$ cat config.mk
export PLATFORM = sky130hd
export DESIGN_NAME = qhse_finish
export DESIGN_NICKNAME = d
export VERILOG_FILES = /design/src/rtl/core/qhse_pkg.sv /design/src/rtl/core/qhse_finish.sv
export SDC_FILE = /design/constraint.sdc
export NUM_CORES = 1
export LEC_CHECK = 0
export BUFFER_PORTS_ARGS = -buffer_cell sky130_fd_sc_hd__buf_2
export CORE_MARGIN = 2
export CORE_UTILIZATION = 51
export DETAILED_ROUTE_END_ITERATION = 8
export MAX_ROUTING_LAYER = met4
export PLACE_DENSITY = 0.88
export SYNTH_ARGS = -nofsm -noshare
export SYNTH_HDL_FRONTEND = slang
export SYNTH_SLANG_ARGS = --single-unit
$ cat constraint.sdc
create_clock -name clk -period 8.55 [get_ports clk]
set_input_delay 1.71 -clock clk [delete_from_list [all_inputs] [get_ports clk]]
set_output_delay 1.71 -clock clk [all_outputs]
set_load 0.005 [all_outputs]
$ cat src/rtl/core/qhse_pkg.sv
// Shared widths, lane and register codes and coefficient helpers of the quintic Hermite evaluator.
package qhse_pkg;

  localparam int REG_W      = 32;
  localparam int NUM_REGS   = 6;
  localparam int IDX_W      = $clog2(NUM_REGS);
  localparam int T_W        = 17;
  localparam int FRAC_W     = 16;
  localparam int COEF_W     = 40;
  localparam int ACC_W      = 46;
  localparam int PROD_W     = ACC_W + T_W + 1;
  localparam int OUT_W      = 32;
  localparam int NUM_COEFS  = 6;
  localparam int NUM_LANES  = 4;
  localparam int NUM_STAGES = 5;

  localparam logic [T_W-1:0] T_ONE = T_W'(1) << FRAC_W;

  localparam logic [IDX_W-1:0] REG_START_VALUE     = IDX_W'(0);
  localparam logic [IDX_W-1:0] REG_END_VALUE       = IDX_W'(1);
  localparam logic [IDX_W-1:0] REG_START_SLOPE     = IDX_W'(2);
  localparam logic [IDX_W-1:0] REG_END_SLOPE       = IDX_W'(3);
  localparam logic [IDX_W-1:0] REG_START_CURVATURE = IDX_W'(4);
  localparam logic [IDX_W-1:0] REG_END_CURVATURE   = IDX_W'(5);

  localparam int K_A = 0;
  localparam int K_B = 1;
  localparam int K_C = 2;
  localparam int K_D = 3;
  localparam int K_E = 4;
  localparam int K_F = 5;

  localparam int LANE_POS  = 0;
  localparam int LANE_VEL  = 1;
  localparam int LANE_ACC  = 2;
  localparam int LANE_JERK = 3;

  typedef logic [NUM_COEFS-1:0][COEF_W-1:0] coefs_t;
  typedef logic [NUM_LANES-1:0][ACC_W-1:0]  lanes_t;
  typedef logic [NUM_LANES-1:0]             lane_mask_t;

  typedef struct packed {
    logic           valid;
    logic [T_W-1:0] t;
  } pipe_t;

  typedef struct packed {
    logic [OUT_W-1:0] position;
    logic [OUT_W-1:0] velocity;
    logic [OUT_W-1:0] acceleration;
    logic [OUT_W-1:0] jerk;
    logic             clipped;
  } result_t;

  function automatic logic signed [ACC_W-1:0] ext(input logic [COEF_W-1:0] k);
    return ACC_W'($signed(k));
  endfunction

  // value loaded into the lane that begins its chain at stage s
  function automatic lanes_t stage_init(input int s, input coefs_t c);
    lanes_t r;
    r = '0;
    unique case (s)
      0:       r[LANE_POS]  = ext(c[K_A]);
      1:       r[LANE_VEL]  = ext(c[K_A]) * ACC_W'(5);
      2:       r[LANE_ACC]  = ext(c[K_A]) * ACC_W'(20);
      3:       r[LANE_JERK] = ext(c[K_A]) * ACC_W'(60);
      default: r = '0;
    endcase
    return r;
  endfunction

  // term added after the multiply at stage s
  function automatic lanes_t stage_add(input int s, input coefs_t c);
    lanes_t r;
    r = '0;
    unique case (s)
      0: begin
        r[LANE_POS]  = ext(c[K_B]);
      end
      1: begin
        r[LANE_POS]  = ext(c[K_C]);
        r[LANE_VEL]  = ext(c[K_B]) * ACC_W'(4);
      end
      2: begin
        r[LANE_POS]  = ext(c[K_D]);
        r[LANE_VEL]  = ext(c[K_C]) * ACC_W'(3);
        r[LANE_ACC]  = ext(c[K_B]) * ACC_W'(12);
      end
      3: begin
        r[LANE_POS]  = ext(c[K_E]);
        r[LANE_VEL]  = ext(c[K_D]) * ACC_W'(2);
        r[LANE_ACC]  = ext(c[K_C]) * ACC_W'(6);
        r[LANE_JERK] = ext(c[K_B]) * ACC_W'(24);
      end
      4: begin
        r[LANE_POS]  = ext(c[K_F]);
        r[LANE_VEL]  = ext(c[K_E]);
        r[LANE_ACC]  = ext(c[K_D]) * ACC_W'(2);
        r[LANE_JERK] = ext(c[K_C]) * ACC_W'(6);
      end
      default: r = '0;
    endcase
    return r;
  endfunction

  function automatic lane_mask_t lane_start(input int s);
    lane_mask_t m;
    m = '0;
    for (int l = 0; l < NUM_LANES; l++) begin
      if (l == s) m[l] = 1'b1;
    end
    return m;
  endfunction

  function automatic lane_mask_t lane_on(input int s);
    lane_mask_t m;
    m = '0;
    for (int l = 0; l < NUM_LANES; l++) begin
      if (l <= s) m[l] = 1'b1;
    end
    return m;
  endfunction

endpackage

$ cat src/rtl/core/qhse_finish.sv
// Final halving, round, saturation to Q16.16 and the result register.
module qhse_finish (
  input  logic               clk,
  input  logic               rst_n,
  input  logic               en,
  input  logic               valid_in,
  input  qhse_pkg::lanes_t   acc_in,
  output logic               valid_out,
  output qhse_pkg::result_t  result
);
  import qhse_pkg::*;

  typedef struct packed {
    logic [OUT_W-1:0] q;
    logic             clip;
  } sat_t;

  function automatic sat_t sat(input logic [ACC_W-1:0] x);
    logic [ACC_W:0]   sum;
    logic [ACC_W-1:0] h;
    sat_t             r;
    sum = {x[ACC_W-1], x} + (ACC_W+1)'(1);
    h   = sum[ACC_W:1];
    if ((&h[ACC_W-1:OUT_W-1]) || !(|h[ACC_W-1:OUT_W-1])) begin
      r.q    = h[OUT_W-1:0];
      r.clip = 1'b0;
    end else begin
      r.q    = h[ACC_W-1] ? {1'b1, {(OUT_W-1){1'b0}}} : {1'b0, {(OUT_W-1){1'b1}}};
      r.clip = 1'b1;
    end
    return r;
  endfunction

  sat_t    s_pos, s_vel, s_acc, s_jerk;
  result_t res_nxt;
  result_t res_r;
  logic    valid_r;

  always_comb begin
    s_pos  = sat(acc_in[LANE_POS]);
    s_vel  = sat(acc_in[LANE_VEL]);
    s_acc  = sat(acc_in[LANE_ACC]);
    s_jerk = sat(acc_in[LANE_JERK]);
    res_nxt.position     = s_pos.q;
    res_nxt.velocity     = s_vel.q;
    res_nxt.acceleration = s_acc.q;
    res_nxt.jerk         = s_jerk.q;
    res_nxt.clipped      = s_pos.clip | s_vel.clip | s_acc.clip | s_jerk.clip;
  end

  always_ff @(posedge clk) begin
    if (!rst_n) begin
      valid_r <= 1'b0;
    end else if (en) begin
      valid_r <= valid_in;
    end
  end

  always_ff @(posedge clk) begin
    if (en) begin
      res_r <= res_nxt;
    end
  end

  assign valid_out = valid_r;
  assign result    = res_r;

endmodule

# Yosys cells after proc, flatten, opt, wreduce, memory -nomap -nowiden
# Cells that the tools add are included.
totals:
  in_bits: 188
  elab_cells: 37
  reg_bits: 130
  out_inout_bits: 130
classes:
  addsub: 4
  reduce_logical: 16
  n_mux: 8
  n_bitwise: 3
ops:
  columns: ["cell", "n"]
  rows:
  - ["$add 46x2->47 const B", 4]
  - ["$mux 33", 4]
  - ["$mux 32", 4]
  - ["$reduce_and 15->1", 4]
  - ["$reduce_or 15->1", 4]
  - ["$logic_not 1->1", 4]
  - ["$logic_or 1x1->1", 4]
  - ["$or 1x1->1", 3]

# Depth between registers and ports, before layout
depth:
  depth_word: 8
  mapped_depth: 12
  ltp_nobuf: 9

# Least setup slack after synthesis
# Ideal clock, no wire load.
synth_path:
  path_kind: "input port to flip-flop"
  start: "input acc_in[157] (netlist name)"
  end: "register res_r, in the netlist result[0] (data pin)"
  t_arrival_ns: 4.028
  path_stages: 9
  path_buffers: 1
  setup_ns: 0.267
  path_slack_ns: 4.255
  required_time_ns: 8.283
  path_cell_list: "nand4_1 > nor4_4 > and4b_1 > mux2_2 > a2bb2oi_1 > or4_1 > o31ai_1 > buf_2 > nand4_1"
synth_lines:
  columns: ["element", "line_no", "rtl"]
  rows:
  - ["start, declared", "qhse_finish.sv:7", "input qhse_pkg::lanes_t acc_in,"]
  - ["end signal, assigned", "qhse_finish.sv:61", "res_r <= res_nxt;"]
  - ["end, declared", "qhse_finish.sv:36", "result_t res_r;"]

==> reports/qor.yml <==
critical_path:
  start_kind: "primary input"
  startpoint: "acc_in[106]"
  crit_path_end_kind: "flip-flop"
  regToRegSetupSlack_ns: 7.94
  cp.arrival_ns: 5.27
  crit_type: "in2reg"
  reg2reg_depth: 2
  worstPathMaxFanout: 33
  rr_startpoint: "valid_out$_SDFFE_PN0P_"
  critical_path_required_ns: 8.65
route:
  via_count: 8993
  via_per_inst: 5.99
  first_pass_iters: 5
  ant_nets: 0
  wl_per_cell_um: 18.2
  drtIter0Drc: 674
  wl_um: 27400
  drc: 0
synth:
  yosys_warnings: 0
  avgSynthCellArea_um2: 9.98
  synth_edf_count: 129
  ys_seq_elements: 130
  ys_seq_area_frac: 0.409
  synth_nets: 1146
  syn_area_mm2: 0.00952
  synthCells: 954
  ys.flop_type: "edfxtp_1"
  ys_types: 75
  synthArstFlopShare: 0
pwr:
  vdd_drop_max_v: 0.000132
  power_uw: 1770
  power_density_mw_per_mm2: 150
  power_leakage_uw: 0.00433
place:
  port-buffer-count: 317
  dp_hpwl_um: 20500
  place.gp.congestion: 0.943
flow_run:
  drv_cap: 0
global_routing:
  grt_max_degree: 68
  grt_pass1_wl_um: 42800
  antenna_found_initial: 2
  grt_pass1_vias: 8437
  grtUsageTotal: 0.276
  overflow: 0
sta:
  finClkSkew_ns: 0
  max_slew_margin: 0.209
  setup_viol: 0
  setup_tns_ns: 0
  fin_crit_sh: 0.606
  hold_viol: 0
  rsz0062_at_grt: "no"
  finalCriticalPeriod_ns: 5.18
  fin_hold_ws_ns: 0.542
  max_freq_ghz: 0.193
  worst_slew_pin_slew_ns: 1.19
  maxSlewViolCount: 0
final_layout:
  nNetsFinal: 1450
  drive_above_1_share: 0.304
  areaGrowthSynthToFinish_pct: 23.9
  fillers: 1472
clock_tree:
  ctsResizeCount: 0
  cts_made_buffers: 17
  clock_sink_count: 130
  clock_latency_ns: 0.41
  htreeDepth: 4
  cts-root-buf: "clkbuf_16"
  path_clk_slew_ns: 0.06
  cts_tree: "built"
  postCtsHoldBufs: 0
  cts_buffer_depth: 2
  cts_setup_buffers: 0
floorplanning:
  initial_core_util: 0.525
  core-area_mm2: 0.0181
  core.rowCount: 49
  fp.dieW_um: 141
  dieArea_mm2: 0.0198
  ios: 318
  die_y_um: 141
outcome:
  status: "completed"
min_path:
  hold_class: "reg2reg"
  holdPathStages: 2
  worstHoldStart: "valid_out$_SDFFE_PN0P_"
==> placed cells by master, fill, tap and decap left out, types with 5 or more instances in the layout <==
cell / n
edfxtp_1: 129
nor4_1: 17
a21oi_1: 72
nor2_1: 47
mux2i_1: 67
buf_4: 8
nor3b_1: 11
nand4b_1: 5
or2_2: 8
and4_1: 25
o21ai_0: 8
inv_1: 14
mux2_2: 6
clkbuf_16: 17
and3_1: 40
nand3b_1: 8
buf_2: 316
nor3_1: 25
nand2_1: 73
nand4_1: 61
a211oi_1: 6
and2_1: 12
xor2_1: 82
clkinv_1: 5
nand3_1: 62
or4_1: 5
xnor2_1: 55
nand2b_1: 5
==> where the power goes <==
part | total, uW | switching, uW | internal [uW]
combinational | 268 | 155 | 113
sequential | 772 | 14.7 | 757
clock | 730 | 278 | 453
==> worst paths after layout <==
path                                  to
hold reg to reg   valid_out$_SDFFE_PN0P_
setup / recovery    result[62]$_DFFE_PP_
hold / removal    valid_out$_SDFFE_PN0P_
setup reg to reg  valid_out$_SDFFE_PN0P_
==> flip-flops by register name (all words and copies together) (netlist names) <==
signal / count
valid_out: 1
result: 129
==> cell type report <==
| type | count | area [um2] | area share |
|---|---|---|---|
| antenna | 2 | 5.00 | 0.000424 |
| clock buffer | 19 | 433 | 0.0367 |
| clock inverter | 13 | 143 | 0.0121 |
| inverter | 14 | 52.6 | 0.00446 |
| multi-input combinational | 770 | 5320 | 0.452 |
| sequential | 130 | 3890 | 0.330 |
| tap | 229 | 287 | 0.0243 |
| timing repair buffer | 325 | 1650 | 0.140 |
==> metal layers <==
layer | part of all wire | GRT usage | wire, um
met3 | 0.073 | 0.0340 | 2010
met4 | 0.027 | 0.107 | 737
met2 | 0.49 | 0.446 | 13300
met5 | 0 | - | 0
met1 | 0.41 | 0.358 | 11300
==> critical path: stages <==
cell      delay (ns)
buf_2           0.12
and3_1          0.28
nand4_1         0.28
or4_1           0.60
o21a_1          0.59
nand4b_1        0.35
a211oi_1        0.25
a22o_2          0.84
mux2i_1         0.22
==> synthesized netlist by cell type (8+ instances only) <==
cell	n	area share
edfxtp_1	129	0.41
xor2_1	82	0.075
nand2_1	73	0.029
a21oi_1	72	0.038
mux2i_1	67	0.070
nand3_1	62	0.033
nand4_1	61	0.040
xnor2_1	55	0.051
nor2_1	47	0.019
and3_1	40	0.026
and4_1	25	0.023
nor3_1	25	0.013
nor4_1	17	0.011
inv_1	14	0.0055
clkbuf_1	13	0.0051
and2_1	12	0.0079
buf_2	12	0.0063
nor3b_1	12	0.0095
nand3b_1	8	0.0063
o21ai_0	8	0.0042
or2_2	8	0.0053
==> cell families (layout without fill, tap and decap cells) <==
family / Yosys count / count (layout) / share of synthesized area
mux: 74 / 74 / 0.0787
simple gates: 436 / 436 / 0.271
compound gates: 119 / 119 / 0.0756
other cells: 0 / 2 / 0
buf+inv: 54 / 371 / 0.0342
xor+xnor: 137 / 137 / 0.126
fa+ha+maj: 4 / 4 / 0.00526
flops: 130 / 130 / 0.409
==> metrics by stage <==
step	instances	utilization	setup WS [ns]	area, um2
2_1_floorplan	954	-	4.25	9520
3_3_place_gp	1468	0.618	3.21	11200
3_5_place_dp	1468	0.618	3.00	11200
4_1_cts	1500	0.649	3.42	11800
5_1_grt	1502	0.650	3.15	11800
6_report	1502	0.650	3.37	11800
Power figures use the tool's default switching activity.
