## config.mk

```make
export PLATFORM = sky130hd
export DESIGN_NAME = qhse_coef
export DESIGN_NICKNAME = d
export VERILOG_FILES = /design/src/rtl/core/qhse_pkg.sv /design/src/rtl/core/qhse_coef.sv
export SDC_FILE = /design/constraint.sdc
export NUM_CORES = 2
export LEC_CHECK = 0
export ABC_AREA = 0
export BUFFER_PORTS_ARGS = -buffer_cell sky130_fd_sc_hd__buf_2
export CAP_MARGIN = 20
export CORE_MARGIN = 3
export CORE_UTILIZATION = 50
export CTS_CLUSTER_SIZE = 30
export DETAILED_ROUTE_END_ITERATION = 10
export HOLD_SLACK_MARGIN = 0.08
export PLACE_DENSITY = 0.7
export SETUP_SLACK_MARGIN = 0.3
export SYNTH_ARGS = -nofsm -noshare
export SYNTH_HDL_FRONTEND = slang
export SYNTH_SLANG_ARGS = --single-unit
export TNS_END_PERCENT = 1
```

## constraint.sdc

```tcl
create_clock -name clk -period 21.7 [get_ports clk]
set_clock_uncertainty 0.2 [all_clocks]
set_input_delay 4.34 -clock clk [delete_from_list [all_inputs] [get_ports clk]]
set_output_delay 4.34 -clock clk [all_outputs]
set_load 0.02 [all_outputs]
```

## src/rtl/core/qhse_pkg.sv

```systemverilog
// Shared widths, lane and register codes and coefficient helpers of the quintic Hermite evaluator.
package qhse_pkg;

  localparam int REG_W      = 32;
  localparam int NUM_REGS   = 6;
  localparam int IDX_W      = $clog2(NUM_REGS);
  localparam int T_W        = 17;
  localparam int FRAC_W     = 16;
  localparam int COEF_W     = 40;
  localparam int ACC_W      = 46;
  localparam int PROD_W     = ACC_W + T_W + 1;
  localparam int OUT_W      = 32;
  localparam int NUM_COEFS  = 6;
  localparam int NUM_LANES  = 4;
  localparam int NUM_STAGES = 5;

  localparam logic [T_W-1:0] T_ONE = T_W'(1) << FRAC_W;

  localparam logic [IDX_W-1:0] REG_START_VALUE     = IDX_W'(0);
  localparam logic [IDX_W-1:0] REG_END_VALUE       = IDX_W'(1);
  localparam logic [IDX_W-1:0] REG_START_SLOPE     = IDX_W'(2);
  localparam logic [IDX_W-1:0] REG_END_SLOPE       = IDX_W'(3);
  localparam logic [IDX_W-1:0] REG_START_CURVATURE = IDX_W'(4);
  localparam logic [IDX_W-1:0] REG_END_CURVATURE   = IDX_W'(5);

  localparam int K_A = 0;
  localparam int K_B = 1;
  localparam int K_C = 2;
  localparam int K_D = 3;
  localparam int K_E = 4;
  localparam int K_F = 5;

  localparam int LANE_POS  = 0;
  localparam int LANE_VEL  = 1;
  localparam int LANE_ACC  = 2;
  localparam int LANE_JERK = 3;

  typedef logic [NUM_COEFS-1:0][COEF_W-1:0] coefs_t;
  typedef logic [NUM_LANES-1:0][ACC_W-1:0]  lanes_t;
  typedef logic [NUM_LANES-1:0]             lane_mask_t;

  typedef struct packed {
    logic           valid;
    logic [T_W-1:0] t;
  } pipe_t;

  typedef struct packed {
    logic [OUT_W-1:0] position;
    logic [OUT_W-1:0] velocity;
    logic [OUT_W-1:0] acceleration;
    logic [OUT_W-1:0] jerk;
    logic             clipped;
  } result_t;

  function automatic logic signed [ACC_W-1:0] ext(input logic [COEF_W-1:0] k);
    return ACC_W'($signed(k));
  endfunction

  // value loaded into the lane that begins its chain at stage s
  function automatic lanes_t stage_init(input int s, input coefs_t c);
    lanes_t r;
    r = '0;
    unique case (s)
      0:       r[LANE_POS]  = ext(c[K_A]);
      1:       r[LANE_VEL]  = ext(c[K_A]) * ACC_W'(5);
      2:       r[LANE_ACC]  = ext(c[K_A]) * ACC_W'(20);
      3:       r[LANE_JERK] = ext(c[K_A]) * ACC_W'(60);
      default: r = '0;
    endcase
    return r;
  endfunction

  // term added after the multiply at stage s
  function automatic lanes_t stage_add(input int s, input coefs_t c);
    lanes_t r;
    r = '0;
    unique case (s)
      0: begin
        r[LANE_POS]  = ext(c[K_B]);
      end
      1: begin
        r[LANE_POS]  = ext(c[K_C]);
        r[LANE_VEL]  = ext(c[K_B]) * ACC_W'(4);
      end
      2: begin
        r[LANE_POS]  = ext(c[K_D]);
        r[LANE_VEL]  = ext(c[K_C]) * ACC_W'(3);
        r[LANE_ACC]  = ext(c[K_B]) * ACC_W'(12);
      end
      3: begin
        r[LANE_POS]  = ext(c[K_E]);
        r[LANE_VEL]  = ext(c[K_D]) * ACC_W'(2);
        r[LANE_ACC]  = ext(c[K_C]) * ACC_W'(6);
        r[LANE_JERK] = ext(c[K_B]) * ACC_W'(24);
      end
      4: begin
        r[LANE_POS]  = ext(c[K_F]);
        r[LANE_VEL]  = ext(c[K_E]);
        r[LANE_ACC]  = ext(c[K_D]) * ACC_W'(2);
        r[LANE_JERK] = ext(c[K_C]) * ACC_W'(6);
      end
      default: r = '0;
    endcase
    return r;
  endfunction

  function automatic lane_mask_t lane_start(input int s);
    lane_mask_t m;
    m = '0;
    for (int l = 0; l < NUM_LANES; l++) begin
      if (l == s) m[l] = 1'b1;
    end
    return m;
  endfunction

  function automatic lane_mask_t lane_on(input int s);
    lane_mask_t m;
    m = '0;
    for (int l = 0; l < NUM_LANES; l++) begin
      if (l <= s) m[l] = 1'b1;
    end
    return m;
  endfunction

endpackage

```

## src/rtl/core/qhse_coef.sv

```systemverilog
// Boundary-condition registers and the coefficient rebuild.
module qhse_coef (
  input  logic                       clk,
  input  logic                       rst_n,
  input  logic                       cfg_we,
  input  logic [qhse_pkg::IDX_W-1:0] cfg_index,
  input  logic [qhse_pkg::REG_W-1:0] cfg_wdata,
  output qhse_pkg::coefs_t           coefs
);
  import qhse_pkg::*;

  logic [REG_W-1:0] regs_r [NUM_REGS];
  coefs_t           coef_r;
  coefs_t           coef_nxt;

  function automatic logic signed [COEF_W-1:0] e(input logic [REG_W-1:0] x);
    return COEF_W'($signed(x));
  endfunction

  always_ff @(posedge clk) begin
    if (!rst_n) begin
      for (int i = 0; i < NUM_REGS; i++) regs_r[i] <= '0;
    end else if (cfg_we && (cfg_index < IDX_W'(NUM_REGS))) begin
      regs_r[cfg_index] <= cfg_wdata;
    end
  end

  // coefficients held at twice their value
  always_comb begin
    logic signed [COEF_W-1:0] v0, v1, s0, s1, c0, c1;
    v0 = e(regs_r[REG_START_VALUE]);
    v1 = e(regs_r[REG_END_VALUE]);
    s0 = e(regs_r[REG_START_SLOPE]);
    s1 = e(regs_r[REG_END_SLOPE]);
    c0 = e(regs_r[REG_START_CURVATURE]);
    c1 = e(regs_r[REG_END_CURVATURE]);
    coef_nxt[K_A] = COEF_W'(12) * (v1 - v0) - COEF_W'(6) * (s0 + s1) + (c1 - c0);
    coef_nxt[K_B] = COEF_W'(30) * (v0 - v1) + COEF_W'(16) * s0 + COEF_W'(14) * s1
                    + COEF_W'(3) * c0 - COEF_W'(2) * c1;
    coef_nxt[K_C] = COEF_W'(20) * (v1 - v0) - COEF_W'(12) * s0 - COEF_W'(8) * s1
                    - COEF_W'(3) * c0 + c1;
    coef_nxt[K_D] = c0;
    coef_nxt[K_E] = s0 + s0;
    coef_nxt[K_F] = v0 + v0;
  end

  always_ff @(posedge clk) begin
    if (!rst_n) begin
      coef_r <= '0;
    end else begin
      coef_r <= coef_nxt;
    end
  end

  assign coefs = coef_r;

endmodule

```

# Word-level counts from Yosys, hierarchy flattened
# Memory sizes are Yosys's and may differ from the RTL's.
# Cells that the tools add are included.
dict set report op_classes {
  addsub 16
  multipliers 7
  order_cmp 1
  mux 7
  n_reduce_logical 2
}
# op count
set op_table {}
lappend op_table {{$add A32 B32 Y33} 3}
lappend op_table {{$sub A32 B32 Y33} 3}
lappend op_table {{$sub A40 B35 Y40} 2}
lappend op_table {{$mul A3 B33 Y36 const A} 2}
lappend op_table {{$mul A3 B32 Y35 const A} 2}
lappend op_table {{$add A39 B33 Y40} 1}
lappend op_table {{$add A39 B36 Y40} 1}
lappend op_table {{$add A40 B32 Y40} 1}
lappend op_table {{$add A40 B35 Y40} 1}
lappend op_table {{$add A40 B37 Y40} 1}
lappend op_table {{$sub A39 B37 Y40} 1}
lappend op_table {{$sub A40 B33 Y40} 1}
lappend op_table {{$sub A38 B37 Y39} 1}
lappend op_table {{$mul A5 B33 Y38 const A} 1}
lappend op_table {{$mul A4 B33 Y37 const A} 1}
lappend op_table {{$mul A4 B32 Y36 const A} 1}
lappend op_table {{$mux W32} 1}
lappend op_table {{$reduce_or A32 Y1} 1}
lappend op_table {{$mux W1} 5}
lappend op_table {{$lt A3 B3 Y1 const B} 1}
lappend op_table {{$mux W3} 1}
lappend op_table {{$logic_and A1 B1 Y1} 1}
dict set report totals {
  register_bits 232
  ramBits 192
  output_inout_bits 240
  word_cells 40
  mem_count 1
}
# name depth word_bits rd rd_ports_with_merged_regs wr line
set mem_list {}
lappend mem_list {regs_r 6 32 6 0 6 qhse_coef.sv:12} ;# logic [REG_W-1:0] regs_r [NUM_REGS];

# Longest topological paths before layout
dict set report logic_depth {
  word_depth 7
  mapped_depth 44
  ltp_nobuf 44
}

# Worst setup path before layout
# No wires, ideal clock.
dict set report synth_path {
  kind {register to register}
  startpoint {memory regs_r[0][1]}
  endpoint {register coef_r (netlist bit coefs[77])}
  setup_time_ns 0.128
  arrival_ns 8.930
  required_ns 21.372
  path_slack_ns 12.442
  path_stages_with_launch 41
  path_buffers 0
  path_cell_list {edfxtp_1 -> inv_1 -> ha_1 -> nor2b_1 -> o31a_1 -> or4_4 -> a311o_4 -> xor2_1 -> ha_1 -> fa_1 -> inv_1 -> fa_1 -> inv_1 -> ha_1 -> a21o_1 -> a21oi_1 -> nor2b_1 -> a311oi_1 -> [... 5 more ...] -> o21ai_0 -> nand2_1 -> o211ai_1 -> fa_1 -> fa_1 -> inv_1 -> ha_1 -> inv_1 -> o21bai_1 -> a21o_1 -> a21o_1 -> a21oi_1 -> o221ai_1 -> a2111oi_0 -> o21bai_1 -> a21oi_1 -> xor2_1 -> nor2_1}
}
# element line
set synth_lines {}
lappend synth_lines {{start, declared} qhse_coef.sv:12}
lappend synth_lines {{end signal, assigned} qhse_coef.sv:51} ;# coef_r <= coef_nxt;
lappend synth_lines {{end, declared} qhse_coef.sv:13} ;# coefs_t coef_r;

==> out/results.txt <==
Status - completed
F_max - 95.14 MHz
Layout cells sized above 1 - 0.07893
Sink Count - 406
Dominant cells by area after synthesis - ha_1, fa_1, edfxtp_1, dfxtp_1, inv_1
Cells after Synth - 4,971
DR vias/cell - 5.634
Port bufs - 275
Cell row count - 109
Grt ovf - 0
Final nets - 6,313
Die width - 306.9 um
CTS clk-pin slew, worst paths - 0.06 ns
Core Area - 89,060 sq um
Clk_lat worst skew - 0.63 ns
DRT Wirelength - 130,800 um
IO Pins - 278
Crit path DAT - 10.80 ns
GRT Overall Usage - 0.2757
TritonCTS clock tree - done
FF+latch count, synth - 406
Max stage delay cell, worst path - a2111oi_0
CP Launch Type - flip-flop
Commonest register cell after synthesis - dfxtp_1
Synth area leader - ha_1
Peak fanout along the critical path - 5
# Post-CTS Setup Buffers - 0
Max Root-Sink Buffers - 3
Slew Viols, Final - 0
Initial antenna violation count - 8
ANT nets after route - 0
CP delay by family, top - compound AO/OA/AOI/OAI gates
Final worst-path cycle share - 0.4844
Seq/Total Area, Yosys - 0.2220
Async SR Flop Fraction - 0
Worst path max stage delay - 0.88 ns
CP Capture Type - flip-flop
Die height - 306.9 um
Final setup viols - 0
Pin count of the biggest net entering global routing - 86
Die footprint - 94,180 sq um
RSZ-0062 raised after global routing - false
Number of flops mapped to enable cells by yosys - 192
Worst Tran Pin Value - 1.038 ns
Number of buffers created by CTS - 47
Root Driver - clkbuf_16
Final hold vios - 0
Vias in the first global route - 35,870
# resized after CTS - 0
Share of the synthesized area in the top cell type - 0.1860
Setup CP Type - flip-flop to flip-flop
Sum Neg Setup Slack - 0 ns
Synth Warn # - 0
Yosys cell types - 79
CP Data Required Time - 21.98 ns
Post-DP HPWL - 109,700 um
Synth Cell Area - 45,270 sq um
Initial Utilization - 0.5083
RePlAce Congestion - 0.9816
HP Class - flip-flop to flip-flop
CTS H-Tree Depth - 2
Vias - 36,210
Commonest non-fill, non-tap cell in the layout - inv_1
CP Buf/Inv Count - 4
Hold-fix buffers, CTS - 0
Initial drt markers - 3,297
Number of detailed-route iterations in the first pass - 5
Fillers - 8,079
Relative slew slack - 0.2987
First-pass GRT wire length - 200,500 um
Commonest non-fill, non-tap cells in the layout - inv_1, ha_1, nor2_1
Post-route minimum period - 10.51 ns
DRC viols - 0
WL/cell - 20.35 um
Area growth syn-to-layout - 9.345%
Maxcap violations - 0
Avg Cell Area, Syn - 9.107 sq um
Most common cell on crit path - ha_1
[metal layers]
metal / track usage / up-vias / routed length, um
li1: - / 17190 / -
met1: 0.4051 / 17560 / 60170
met4: 0.06606 / 2 / 2981
met5: 0 / - / 17
met3: 0.05840 / 152 / 12480
met2: 0.4153 / 1300 / 55110
[flip-flops by register name, summed over array words and instances, names as in the netlist]
signal  count
regs_r    192
coefs     214
[through the flow]
stage | std cells | area [sq um] | util | worst slack, ns | hold WS, ns
after floorplan | 4972 | 45270 | - | 12.44 | 0.2894
after global routing | 6424 | 49500 | 0.5558 | 10.40 | 0.3702
after global placement | 6336 | 47820 | 0.5369 | 11.56 | 0.3190
after CTS | 6422 | 49490 | 0.5557 | 11.25 | 0.3432
after detailed placement | 6336 | 47820 | 0.5369 | 11.33 | 0.3280
final | 6426 | 49500 | 0.5558 | 11.19 | 0.3395
[worst paths after layout]
kind / slack [ns] / startpoint / cells after the start / to
max: 11.19 / regs_r[0][0]$_SDFFCE_PN0P_ / 40 / coefs[77]$_SDFF_PN0_
min: 0.34 / regs_r[0][12]$_SDFFCE_PN0P_ / 2 / coefs[213]$_SDFF_PN0_
max reg2reg: 11.19 / regs_r[0][0]$_SDFFCE_PN0P_ / 40 / coefs[77]$_SDFF_PN0_
min reg2reg: 0.34 / regs_r[0][12]$_SDFFCE_PN0P_ / 2 / coefs[213]$_SDFF_PN0_
[synth_stat cells (67+ instances only)]
library cell	number
a21o_1	179
a21oi_1	342
nor2_1	520
nand2b_1	73
fa_1	381
clkbuf_1	68
edfxtp_1	192
nand2_1	200
nor2b_1	67
xor2_1	150
ha_1	673
xnor2_1	246
dfxtp_1	214
nor3_1	67
inv_1	772
o21ai_0	186
[cell type report]
cell class | count | area, sq um | area share
multi-input cells | 3692 | 31840 | 0.6432
flip-flops and latches | 406 | 10050 | 0.2030
inverters | 773 | 2907 | 0.05872
well taps | 1165 | 1458 | 0.02945
diodes | 3 | 7.507 | 0.0001517
repair buffers | 301 | 1572 | 0.03175
clock buffers | 63 | 1401 | 0.02831
clock inverters | 23 | 265.3 | 0.005359
[cells by family (layout without fill, tap and decap cells)]
logic type | count (synthesis) | after routing | synth area share
other | 1 | 5 | 0.00008284
and+or+nand+nor | 1153 | 1153 | 0.1172
muxes | 4 | 4 | 0.0009121
AOI/OAI and AO/OA | 1082 | 1082 | 0.1535
buffers and inverters | 874 | 1160 | 0.07485
adders and majority gates | 1054 | 1054 | 0.3545
xor gates and xnor gates | 397 | 397 | 0.07697
DFF | 406 | 406 | 0.2220
[worst reg2reg max path: cells and delay by family, from the launching register on]
kind | cells | cell delay [ns]
AOI/OAI and AO/OA | 16 | 4.41
adders and majority gates | 9 | 3.41
and+or+nand+nor | 7 | 0.89
xor gates and xnor gates | 4 | 0.82
DFF | 1 | 0.40
buffers and inverters | 4 | 0.24
Power is left out: the tool's default activity adds up to more than one toggle a clock period on the data nets, which glitch-free logic cannot reach.
